`config.mk`:
```
export PLATFORM = sky130hd
export DESIGN_NAME = button_auto_repeat
export DESIGN_NICKNAME = d
export VERILOG_FILES = /design/src/rtl/bar_pkg.sv /design/src/rtl/button_auto_repeat.sv /design/src/rtl/bar_regs.sv /design/src/rtl/bar_timers.sv /design/src/rtl/bar_cmp.sv
export SDC_FILE = /design/constraint.sdc
export NUM_CORES = 2
export LEC_CHECK = 0
export ABC_AREA = 1
export BUFFER_PORTS_ARGS = -buffer_cell sky130_fd_sc_hd__buf_2
export CAP_MARGIN = 10
export CORE_ASPECT_RATIO = 0.8
export CORE_UTILIZATION = 40
export CTS_BUF_LIST = sky130_fd_sc_hd__clkbuf_2 sky130_fd_sc_hd__clkbuf_4 sky130_fd_sc_hd__clkbuf_8
export DETAILED_ROUTE_END_ITERATION = 6
export HOLD_SLACK_MARGIN = 0.15
export PLACE_DENSITY = 0.52
export RECOVER_POWER = 25
export SLEW_MARGIN = 15
export SYNTH_ARGS = -nofsm -noshare
export SYNTH_HDL_FRONTEND = slang
export SYNTH_SLANG_ARGS = --single-unit
```
`constraint.sdc`:
```
create_clock -name clk -period 13.2 [get_ports clk]
set_input_delay 1.32 -clock clk [delete_from_list [all_inputs] [get_ports clk]]
set_output_delay 1.32 -clock clk [all_outputs]
set_load 0.02 [all_outputs]
```
`src/rtl/bar_pkg.sv`:
```
// Shared types, constants and helpers for the button auto-repeat block.
// No dependencies; imported by every module of the block.

package bar_pkg;

	localparam int BUTTONS = 16;
	localparam int BIDX_W  = (BUTTONS > 1) ? $clog2(BUTTONS) : 1;
	localparam int BTN_W   = 16;
	localparam int LO_W    = $clog2(BTN_W + 1);
	localparam int TIME_W  = 48;
	localparam int DUR_W   = 32;
	localparam int IN_W    = 88;
	localparam int OUT_W   = 40;
	localparam int ADDR_W  = 4;
	localparam int DATA_W  = 32;

	// register indexes (byte address = 4 * index)
	localparam logic [1:0] REG_MASK     = 2'd0;
	localparam logic [1:0] REG_DELAY    = 2'd1;
	localparam logic [1:0] REG_INTERVAL = 2'd2;

	localparam logic [BTN_W-1:0] MASK_RST     = '0;
	localparam logic [DUR_W-1:0] DELAY_RST    = 32'd300000;
	localparam logic [DUR_W-1:0] INTERVAL_RST = 32'd100000;

	typedef struct packed {
		logic [BTN_W-1:0] mask;
		logic [DUR_W-1:0] delay;
		logic [DUR_W-1:0] interval;
	} cfg_t;

	typedef struct packed {
		logic              hold_we;
		logic              last_we;
		logic [BIDX_W-1:0] idx;
		logic [TIME_W-1:0] hold_d;
		logic [TIME_W-1:0] last_d;
	} tmr_wr_t;

	// index of the lowest set bit, BTN_W when none is set
	function automatic logic [LO_W-1:0] lowest_bit(input logic [BTN_W-1:0] v);
		logic [LO_W-1:0] r;
		r = LO_W'(BTN_W);
		for (int k = BTN_W - 1; k >= 0; k--) begin
			if (v[k]) r = LO_W'(k);
		end
		return r;
	endfunction

endpackage

```
`src/rtl/button_auto_repeat.sv`:
```
// Typematic auto-repeat for 16 buttons. Button events pass straight through and
// start or end the hold timer of their button; polls scan the held repeatable
// buttons in index order and return one synthesized press for the first button
// whose delay and repeat interval have run out, or nothing. A button event is
// accepted, then the event step loads its result into the output register. A poll
// is accepted, then each button is checked in index order: one that is not held or
// fails the delay check is passed over, one that passes it also gets the interval
// check (one shared 49-bit add/compare unit checks delay, then interval), and the
// first button that passes both goes to the emit step, which loads the repeat.
// The event and emit steps stall for as long as the output register stays full.
// The input is not ready while an item is in work; a finished result sits in the
// output register and the next item is accepted while it waits.
// Depends on bar_pkg, bar_regs, bar_timers, bar_cmp.

module button_auto_repeat (
	input  logic                        clk,
	input  logic                        arst_n,
	input  logic                        s_tvalid,
	output logic                        s_tready,
	// now_time[47:0], button_mask[63:48], key_down[64], all_pressed[80:65], zero fill
	input  logic [bar_pkg::IN_W-1:0]    s_tdata,
	// mode[0]: 0 button event, 1 poll
	input  logic                        s_tuser,
	output logic                        m_tvalid,
	input  logic                        m_tready,
	// event_valid[0], out_button[16:1], out_down[17], out_pressed[33:18], zero fill
	output logic [bar_pkg::OUT_W-1:0]   m_tdata,
	input  logic                        psel,
	input  logic                        penable,
	input  logic                        pwrite,
	input  logic [bar_pkg::ADDR_W-1:0]  paddr,
	input  logic [bar_pkg::DATA_W-1:0]  pwdata,
	output logic [bar_pkg::DATA_W-1:0]  prdata,
	output logic                        pready
);
	import bar_pkg::*;

	localparam logic [2:0] S_IDLE = 3'd0;
	localparam logic [2:0] S_EVT  = 3'd1;
	localparam logic [2:0] S_HOLD = 3'd2;
	localparam logic [2:0] S_LAST = 3'd3;
	localparam logic [2:0] S_EMIT = 3'd4;

	localparam logic [BIDX_W-1:0] IDX_LAST = BIDX_W'(BUTTONS - 1);

	cfg_t              cfg;
	tmr_wr_t           twr;
	logic [2:0]        state_q, state_d;
	logic [BIDX_W-1:0] idx_q, idx_d, rd_idx;
	logic [TIME_W-1:0] now_q;
	logic [BTN_W-1:0]  btn_q, all_q, pressed_q;
	logic              down_q;
	logic              m_valid_q;
	logic [BTN_W-1:0]  m_button_q, m_pressed_q;
	logic              m_down_q;
	logic              s_acc, out_free, load_out;
	logic [BTN_W-1:0]  ld_button, ld_pressed;
	logic              ld_down;
	logic [TIME_W-1:0] hold_rd, last_rd, cmp_base;
	logic [DUR_W-1:0]  cmp_span;
	logic              cmp_elapsed, cmp_zero;
	logic [LO_W-1:0]   lo;
	logic              lo_ok, repeatable, held_all, held_none, pending;

	bar_regs u_regs (
		.clk     (clk),
		.arst_n  (arst_n),
		.psel    (psel),
		.penable (penable),
		.pwrite  (pwrite),
		.paddr   (paddr),
		.pwdata  (pwdata),
		.prdata  (prdata),
		.pready  (pready),
		.cfg     (cfg)
	);

	bar_timers u_timers (
		.clk     (clk),
		.arst_n  (arst_n),
		.wr      (twr),
		.rd_idx  (rd_idx),
		.hold_rd (hold_rd),
		.last_rd (last_rd)
	);

	bar_cmp u_cmp (
		.base    (cmp_base),
		.span    (cmp_span),
		.now     (now_q),
		.elapsed (cmp_elapsed),
		.is_zero (cmp_zero)
	);

	assign s_tready = state_q == S_IDLE;
	assign s_acc    = s_tvalid & s_tready;
	assign out_free = !m_valid_q || m_tready;

	// event decode
	assign lo         = lowest_bit(btn_q);
	assign lo_ok      = int'(lo) < BUTTONS;
	assign repeatable = (btn_q & ~cfg.mask) == '0;
	assign held_all   = (pressed_q & btn_q) == btn_q;
	assign held_none  = (pressed_q & btn_q) == '0;
	assign pending    = cfg.mask[idx_q] & pressed_q[idx_q];

	assign rd_idx   = idx_q;
	assign cmp_base = (state_q == S_LAST) ? last_rd : hold_rd;
	assign cmp_span = (state_q == S_LAST) ? cfg.interval : cfg.delay;

	// twr.last_d of zero covers both event cases; emit writes now
	always_comb begin
		state_d     = state_q;
		idx_d       = idx_q;
		twr         = '0;
		twr.idx     = idx_q;
		twr.hold_d  = now_q;
		load_out    = 1'b0;
		ld_button   = btn_q;
		ld_down     = down_q;
		ld_pressed  = all_q;
		unique case (state_q)
			S_IDLE: begin
				if (s_acc) begin
					idx_d   = '0;
					state_d = s_tuser ? S_HOLD : S_EVT;
				end
			end
			S_EVT: begin
				if (out_free) begin
					load_out = 1'b1;
					state_d  = S_IDLE;
					twr.idx  = lo[BIDX_W-1:0];
					if (repeatable && lo_ok) begin
						if (held_all && !down_q) begin
							twr.hold_we = 1'b1;
							twr.last_we = 1'b1;
							twr.hold_d  = '0;
						end else if (held_none && down_q) begin
							twr.hold_we = 1'b1;
							twr.last_we = 1'b1;
						end
					end
				end
			end
			S_HOLD, S_LAST: begin
				if (pending && state_q == S_HOLD && !cmp_zero && cmp_elapsed) begin
					state_d = S_LAST;
				end else if (pending && state_q == S_LAST && (cmp_zero || cmp_elapsed)) begin
					state_d = S_EMIT;
				end else if (idx_q == IDX_LAST) begin
					state_d = S_IDLE;
				end else begin
					idx_d   = idx_q + 1'b1;
					state_d = S_HOLD;
				end
			end
			S_EMIT: begin
				if (out_free) begin
					load_out    = 1'b1;
					state_d     = S_IDLE;
					twr.last_we = 1'b1;
					twr.last_d  = now_q;
					ld_button   = BTN_W'(1) << idx_q;
					ld_down     = 1'b1;
					ld_pressed  = pressed_q;
				end
			end
			default: state_d = S_IDLE;
		endcase
	end

	always_ff @(posedge clk or negedge arst_n) begin
		if (!arst_n) begin
			state_q   <= S_IDLE;
			idx_q     <= '0;
			pressed_q <= '0;
			m_valid_q <= 1'b0;
		end else begin
			state_q <= state_d;
			idx_q   <= idx_d;
			if (state_q == S_EVT && out_free) pressed_q <= all_q;
			if (load_out) m_valid_q <= 1'b1;
			else if (m_tready) m_valid_q <= 1'b0;
		end
	end

	always_ff @(posedge clk) begin
		if (s_acc) begin
			now_q  <= s_tdata[47:0];
			btn_q  <= s_tdata[63:48];
			down_q <= s_tdata[64];
			all_q  <= s_tdata[80:65];
		end
		if (load_out) begin
			m_button_q  <= ld_button;
			m_down_q    <= ld_down;
			m_pressed_q <= ld_pressed;
		end
	end

	assign m_tvalid = m_valid_q;
	assign m_tdata  = {6'd0, m_pressed_q, m_down_q, m_button_q, 1'b1};

	// an accepted poll always starts its scan at the first button
	a_poll_start: assert property (@(posedge clk) disable iff (!arst_n)
		(s_acc && s_tuser) |=> (state_q == S_HOLD && idx_q == '0))
		else $error("poll did not start scan at button zero");

	// interval check only follows a passed delay check
	a_last_after_hold: assert property (@(posedge clk) disable iff (!arst_n)
		(state_q == S_LAST) |-> ($past(state_q) == S_HOLD))
		else $error("interval check without delay check");

	// a result appears only from the event or emit step
	a_out_source: assert property (@(posedge clk) disable iff (!arst_n)
		$rose(m_valid_q) |-> ($past(state_q) == S_EVT || $past(state_q) == S_EMIT))
		else $error("result loaded outside event or emit");

	// a repeat writes the timer store and the output in the same cycle
	a_emit_loads: assert property (@(posedge clk) disable iff (!arst_n)
		(state_q == S_EMIT && out_free) |-> (twr.last_we && twr.last_d == now_q && load_out))
		else $error("repeat emitted without timer update");

endmodule

```
`src/rtl/bar_regs.sv`:
```
// APB-style configuration registers: repeat mask, delay and interval.
// Depends on bar_pkg.

module bar_regs (
	input  logic                        clk,
	input  logic                        arst_n,
	input  logic                        psel,
	input  logic                        penable,
	input  logic                        pwrite,
	input  logic [bar_pkg::ADDR_W-1:0]  paddr,
	input  logic [bar_pkg::DATA_W-1:0]  pwdata,
	output logic [bar_pkg::DATA_W-1:0]  prdata,
	output logic                        pready,
	output bar_pkg::cfg_t               cfg
);
	import bar_pkg::*;

	cfg_t       cfg_q;
	logic       wr_en;
	logic [1:0] reg_idx;

	assign pready  = 1'b1;
	assign wr_en   = psel & penable & pwrite & pready;
	assign reg_idx = paddr[3:2];

	always_ff @(posedge clk or negedge arst_n) begin
		if (!arst_n) begin
			cfg_q.mask     <= MASK_RST;
			cfg_q.delay    <= DELAY_RST;
			cfg_q.interval <= INTERVAL_RST;
		end else if (wr_en) begin
			unique case (reg_idx)
				REG_MASK:     cfg_q.mask     <= pwdata[BTN_W-1:0];
				REG_DELAY:    cfg_q.delay    <= pwdata[DUR_W-1:0];
				REG_INTERVAL: cfg_q.interval <= pwdata[DUR_W-1:0];
				default: ;
			endcase
		end
	end

	always_comb begin
		unique case (reg_idx)
			REG_MASK:     prdata = DATA_W'(cfg_q.mask);
			REG_DELAY:    prdata = DATA_W'(cfg_q.delay);
			REG_INTERVAL: prdata = DATA_W'(cfg_q.interval);
			default:      prdata = '0;
		endcase
	end

	assign cfg = cfg_q;

endmodule

```
`src/rtl/bar_timers.sv`:
```
// Per-button timer store: hold start and last repeat times, zero = unset.
// Depends on bar_pkg. Cleared by reset; one write and one read index.

module bar_timers (
	input  logic                        clk,
	input  logic                        arst_n,
	input  bar_pkg::tmr_wr_t            wr,
	input  logic [bar_pkg::BIDX_W-1:0]  rd_idx,
	output logic [bar_pkg::TIME_W-1:0]  hold_rd,
	output logic [bar_pkg::TIME_W-1:0]  last_rd
);
	import bar_pkg::*;

	logic [TIME_W-1:0] hold_q [BUTTONS];
	logic [TIME_W-1:0] last_q [BUTTONS];

	always_ff @(posedge clk or negedge arst_n) begin
		if (!arst_n) begin
			for (int k = 0; k < BUTTONS; k++) begin
				hold_q[k] <= '0;
				last_q[k] <= '0;
			end
		end else begin
			if (wr.hold_we) hold_q[wr.idx] <= wr.hold_d;
			if (wr.last_we) last_q[wr.idx] <= wr.last_d;
		end
	end

	assign hold_rd = hold_q[rd_idx];
	assign last_rd = last_q[rd_idx];

endmodule

```
`src/rtl/bar_cmp.sv`:
```
// Shared elapsed-time check: (base + span <= now) and base == 0.
// Depends on bar_pkg. Sum is one bit wider so it never wraps.

module bar_cmp (
	input  logic [bar_pkg::TIME_W-1:0] base,
	input  logic [bar_pkg::DUR_W-1:0]  span,
	input  logic [bar_pkg::TIME_W-1:0] now,
	output logic                       elapsed,
	output logic                       is_zero
);
	import bar_pkg::*;

	logic [TIME_W:0] sum;

	assign sum     = {1'b0, base} + (TIME_W + 1)'(span);
	assign elapsed = sum <= {1'b0, now};
	assign is_zero = base == '0;

endmodule

```
After elaboration in Yosys (flattened, before gate mapping)
Index checks and enable logic that the tools add are counted.
W data, S select, Z words.
{"block": "op_classes", "add_sub_neg": 2, "order_cmp": 6, "eq_ne": 13, "shifts": 1, "n_mux": 66, "bitwise": 9, "reduce_logical": 29}
{"operator": "$bwmux W768", "n": 2}
{"operator": "$mux W48", "n": 10}
{"operator": "$bmux W48 S4", "n": 2}
{"operator": "$demux W48 S4", "n": 1}
{"operator": "$pmux W32 S3", "n": 1}
{"operator": "$mux W5", "n": 16}
{"operator": "$mux W16", "n": 4}
{"operator": "$mux W54", "n": 1}
{"operator": "$mux W52", "n": 1}
{"operator": "$add A48 B32 Y49", "n": 1}
{"operator": "$le A49 B48 Y1", "n": 1}
{"operator": "$logic_not A48 Y1", "n": 1}
{"operator": "$and A16 B16 Y16", "n": 2}
{"operator": "$logic_not A16 Y1", "n": 2}
{"operator": "$mux W32", "n": 1}
{"operator": "$eq A16 B16 Y1", "n": 1}
{"operator": "$mux W4", "n": 4}
{"operator": "$not A16 Y16", "n": 1}
{"operator": "$shl A1 B4 Y16 const A", "n": 1}
{"operator": "$mux W3", "n": 4}
{"operator": "$ge A5 B5 Y1 const B", "n": 2}
{"operator": "$logic_and A1 B1 Y1", "n": 10}
{"operator": "$mux W2", "n": 5}
{"operator": "$not A4 Y5", "n": 2}
{"operator": "other kinds (26)", "n": 50}
{"block": "word_totals", "reg_bits": 1754, "inputBits": 132, "out_inout_bits": 75}

Logic depth before layout (Yosys ltp)
{"block": "logic_depth", "depth_word": 27, "mapped_depth": 52, "mapped_depth_nobuf": 47}

By module
Synthesis repeated with hierarchy kept, for this count alone.
{"block": "hier_totals", "cells_unflattened": 11821, "hier_area_um2": 89668.5}
{"module": "bar_timers", "n_inst": 1, "cells_per_inst": 9824, "area_each_um2": 74163.6, "seq_area_each_um2": 38436.9}
{"module": "button_auto_repeat", "n_inst": 1, "cells_per_inst": 742, "area_each_um2": 7357.1, "seq_area_each_um2": 4023.9}
{"module": "bar_cmp", "n_inst": 1, "cells_per_inst": 782, "area_each_um2": 4454.3, "seq_area_each_um2": 0.0}
{"module": "bar_regs", "n_inst": 1, "cells_per_inst": 473, "area_each_um2": 3693.5, "seq_area_each_um2": 2019.4}

Least setup slack after synthesis
No wires, ideal clock.
{"block": "synth_path", "path_type": "reg2reg", "startpoint": "register state_q[2]", "endpoint": "register all_q[0], enable pin", "t_arrival_ns": 8.650, "path_slack_ns": 4.029, "stages_incl_launch_ff": 44, "path_buffers": 3, "synth_period_minus_slack_ns": 9.171, "cell_sequence": "dfrtp_1 -> nor2_1 -> inv_1 -> nor2_2 -> clkbuf_1 -> clkbuf_1 -> clkbuf_1 -> o21ai_0 -> ha_1 -> fa_1 -> nand3_1 -> nand2_1 -> a21oi_1 -> o21ai_0 -> a21oi_1 -> o21ai_0 -> nand2_1 -> nand2_1 -> [8 not listed] -> nand3_1 -> nor3_1 -> nand2_1 -> nand2_1 -> nand2_1 -> nand2_1 -> nand2_1 -> nand2_1 -> nand2_1 -> nand2_1 -> nand2_1 -> nand2_1 -> nand2_1 -> nand2_1 -> nand2_2 -> nand2_4 -> nand2_2 -> nor2_1"}
{"element": "start, declared", "line": "button_auto_repeat.sv:48", "source": "logic [2:0] state_q, state_d;"}
{"element": "start signal, assigned", "line": "button_auto_repeat.sv:180", "source": "state_q <= state_d;"}
{"element": "end signal, assigned", "line": "button_auto_repeat.sv:193", "source": "all_q <= s_tdata[80:65];"}
{"element": "end, declared", "line": "button_auto_repeat.sv:51", "source": "logic [BTN_W-1:0] btn_q, all_q, pressed_q;"}

==> summary.txt <==
Setup path
  • Critical-path top delay cell: buf_4
  • Critical Path Fanout Max: 179
  • Worst EP required: 13.81 ns
  • Element type at the critical path start: register
  • Crit path arrival time: 10.67 ns
  • Most used cell, CP: nand2_1
  • Reg2Reg Setup Slack: 3.14 ns
  • Max stage delay on crit path: 0.68 ns
  • CP endpoint kind: register
  • Type of the worst setup path: register to register

Synth
  • Synth Instances: 10300
  • Ys Warns: 0
  • Synthesized flop and latch total: 1754
  • Ys async rst share: 93.5%
  • Register area share after synthesis: 53.0%
  • Netlist cell types: 57
  • Synth Flop Type: dfrtp_1
  • EDFF count, synth: 114
  • Avg Synthesized Cell Area: 8.13 sq um
  • Mapped Area: 84000 sq um

Placed design
  • GPL Wtd Cong: 0.887
  • Place WS: 3.40 ns
  • Placed cell count: 12800
  • Dpl hpwl: 171000 um
  • Number of buffers added on ports: 189
  • Placed Area: 86500 sq um

STA
  • Finish-stage setup viols: 0
  • Slew headroom: -430%
  • Actual slew at the worst max-slew pin: 7.94 ns
  • Max-slew violation count: 549
  • Final worst setup slack: 3.14 ns
  • Clk_skew: 0.0558 ns
  • Fin Setup TNS: 0 ns
  • Peak Freq: 0.0994 GHz
  • Final min period: 10.06 ns
  • Final period util: 76.2%
  • Unrepaired setup endpoints after global routing: no
  • Final hold violations: 0
  • WHS: 0.476 ns

Layout
  • Final non-filler cell total: 13300
  • Fillers: 21100
  • Fin nets: 10500
  • Finished Cell Area: 92700 sq um
  • Register Area: 44500 sq um
  • Area Overhead vs Synth: 10.4%
  • Layout cells sized above 1: 8.87%
  • Final Util: 44.4%
  • Area of the multi-input gates: 32300 sq um

GRT
  • Number of global-route vias before repair: 66400
  • First-pass GRT wire length: 435000 um
  • GRT Total Usage: 27.4%
  • Pin count of the biggest net entering global routing: 209
  • Initial antenna violation count: 24
  • GRT overflow: 0

Power
  • Final Power: 18.4 mW
  • LEAKAGE: 42.9 nW
  • Peak VDD IR: 0.159 mV
  • Power Density: 199 nW/um^2

Clocking
  • Hold_buf cts: 0
  • Post-CTS Setup Inserts: 0
  • Clock sink count: 1754
  • CTS H-tree lvls: 5
  • CTS Buf Count: 302
  • Clock slew at reported path FFs: 0.05 ns
  • CTS max path bufs: 4
  • Post-CTS sizing: 0
  • CTS tree: done
  • CTS Root Buffer Type: clkbuf_8
  • Clock Latency Late Sink: 0.97 ns

Worst hold path
  • HP Class: register to register

Floorplan
  • Core area: 209000 sq um
  • Rows: 150
  • Die Width: 514 um
  • Initial Utilization: 40.2%
  • Die area: 212000 sq um
  • Die Y: 412 um
  • Number of top-level pins: 207

Detailed routing
  • Drt first pass iters: 6
  • Met2 wire length: 129000 um
  • Average wire per standard cell: 22.1 um
  • DRT antenna net count: 0
  • Via count: 71300
  • Vias/cell: 5.36
  • Met3 routed wirelength: 21600 um
  • Final WL: 294000 um
  • First-iteration detailed-routing DRC count: 7775
  • Max Used Layer: met5
  • Residual DRC: 0
  • DRT met1 WL: 136000 um

Status
  • Failing checks: max-capacitance violations, max-slew violations
  • Status: finished with violations

Job
  • Max-Cap Viols: 9
-- final cells by class --
| type | instances | share of cell area, % |
|---|---|---|
| sequential | 1754 | 48.0 |
| multi-input combinational | 6807 | 34.9 |
| clock buffer | 486 | 6.50 |
| inverter | 1078 | 4.41 |
| tap | 2812 | 3.79 |
| timing repair buffer | 313 | 2.19 |
| clock inverter | 27 | 0.212 |
| antenna | 8 | 0.0216 |
-- critical path, delay by kind of cell, from the launching register on --
kind / cells / cell delay, ns
flops: 1 / 0.59
simple gates: 26 / 3.89
compound gates: 6 / 2.16
buf+inv: 6 / 1.72
xor+xnor: 1 / 0.15
fa+ha+maj: 3 / 0.76
-- final timing paths --
check,from,end,cells after the start
worst min register to register,u_timers.hold_q[228],u_timers.hold_q[228],2
worst max register to register,idx_q[0],now_q[39],42
worst max-delay path,idx_q[0],now_q[39],42
worst min-delay path,u_timers.hold_q[228],u_timers.hold_q[228],2
min in group asynchronous,arst_n,u_timers.last_q[665],1
max in group asynchronous,arst_n,u_timers.last_q[198],3
-- registers in the layout, indices dropped and copies added (netlist names) --
signal           flops
idx_q                4
u_timers.last_q    768
u_timers.hold_q    768
btn_q               16
all_q               16
u_regs.cfg          80
state_q              3
m_down_q             1
now_q               48
pressed_q           16
m_button_q          16
down_q               1
m_tvalid             1
m_pressed_q         16
-- cell families (layout without fill, tap and decap cells) --
family | Yosys count | count (layout) | share of synthesized area, %
buffers and inverters | 1781 | 1904 | 8.93
AO/OA/AOI/OAI | 3273 | 3273 | 20.3
adder cells (fa/ha/maj) | 87 | 87 | 1.31
flip-flops | 1754 | 1754 | 53.0
XOR/XNOR | 46 | 46 | 0.480
other | 2 | 16 | 0.00894
AND/OR/NAND/NOR | 3393 | 3393 | 16.0
-- cell usage in the layout (no fill, tap or decap), types with 15 or more instances in the layout --
cell type and instances:
dfrtp_1 1623, nor2_4 19, buf_4 101, clkbuf_1 17, nor3_1 17, xor2_1 30, o21ai_0 2028, clkbuf_4 106
nand2_2 15, ha_1 86, o21ai_1 305, clkbuf_8 380, a21oi_1 679, o211ai_1 192, nand2_1 2535, nand3_1 337
inv_1 1059, xnor2_1 16, edfxtp_1 114, buf_2 180, nor2_1 393, nand4_1 25
-- Yosys cell counts (2+ instances only) --
| cell type | count | share of area, % |
|---|---|---|
| o21ai_1 | 306 | 1.8 |
| clkbuf_1 | 342 | 1.5 |
| dfstp_2 | 14 | 0.44 |
| xnor2_1 | 16 | 0.17 |
| nand4_1 | 25 | 0.19 |
| clkinv_1 | 2 | 0.0089 |
| ha_1 | 86 | 1.3 |
| o22ai_1 | 13 | 0.097 |
| buf_1 | 86 | 0.38 |
| or2_2 | 4 | 0.030 |
| o21ai_0 | 2028 | 12 |
| a2111oi_0 | 2 | 0.021 |
| a31oi_1 | 14 | 0.10 |
| inv_2 | 15 | 0.067 |
| nor4_1 | 12 | 0.089 |
| nand3_1 | 350 | 2.1 |
| nor3_2 | 2 | 0.024 |
| nand2_1 | 2541 | 11 |
| xor2_1 | 30 | 0.31 |
| buf_2 | 170 | 1.0 |
| buf_6 | 50 | 0.67 |
| o211ai_2 | 7 | 0.10 |
| nor2_2 | 13 | 0.097 |
| o211ai_1 | 192 | 1.7 |
| o311ai_0 | 3 | 0.031 |
| edfxtp_1 | 114 | 4.1 |
| nor2_4 | 2 | 0.027 |
| o21a_1 | 2 | 0.018 |
| a21o_1 | 3 | 0.027 |
| a211oi_1 | 2 | 0.018 |
| buf_8 | 2 | 0.036 |
| dfrtp_1 | 1626 | 48 |
| inv_1 | 1060 | 4.7 |
| a21oi_2 | 7 | 0.073 |
| a221oi_1 | 4 | 0.042 |
| nor2_1 | 406 | 1.8 |
| conb_1 | 2 | 0.0089 |
| nor3_1 | 17 | 0.10 |
| o2111ai_1 | 5 | 0.052 |
| buf_4 | 53 | 0.47 |
| nand2_2 | 14 | 0.10 |
| a21oi_1 | 679 | 4.0 |
-- power by group --
| part | internal, mW | switching [mW] | leakage (nW) | total (mW) |
|---|---|---|---|---|
| clock network | 2.89 | 2.31 | 3.31 | 5.21 |
| logic | 1.98 | 5.15 | 19.4 | 7.13 |
| registers | 5.86 | 0.234 | 20.2 | 6.10 |
| total | 10.7 | 7.70 | 42.9 | 18.4 |
-- per-layer routing --
layer | track usage (%) | up-vias
li1 | - | 33700
met1 | 40.0 | 34700
met2 | 42.0 | 2471
met3 | 4.39 | 461
met4 | 7.31 | 6
met5 | 0 | -
No activity file was read; power rests on OpenSTA's default activity.
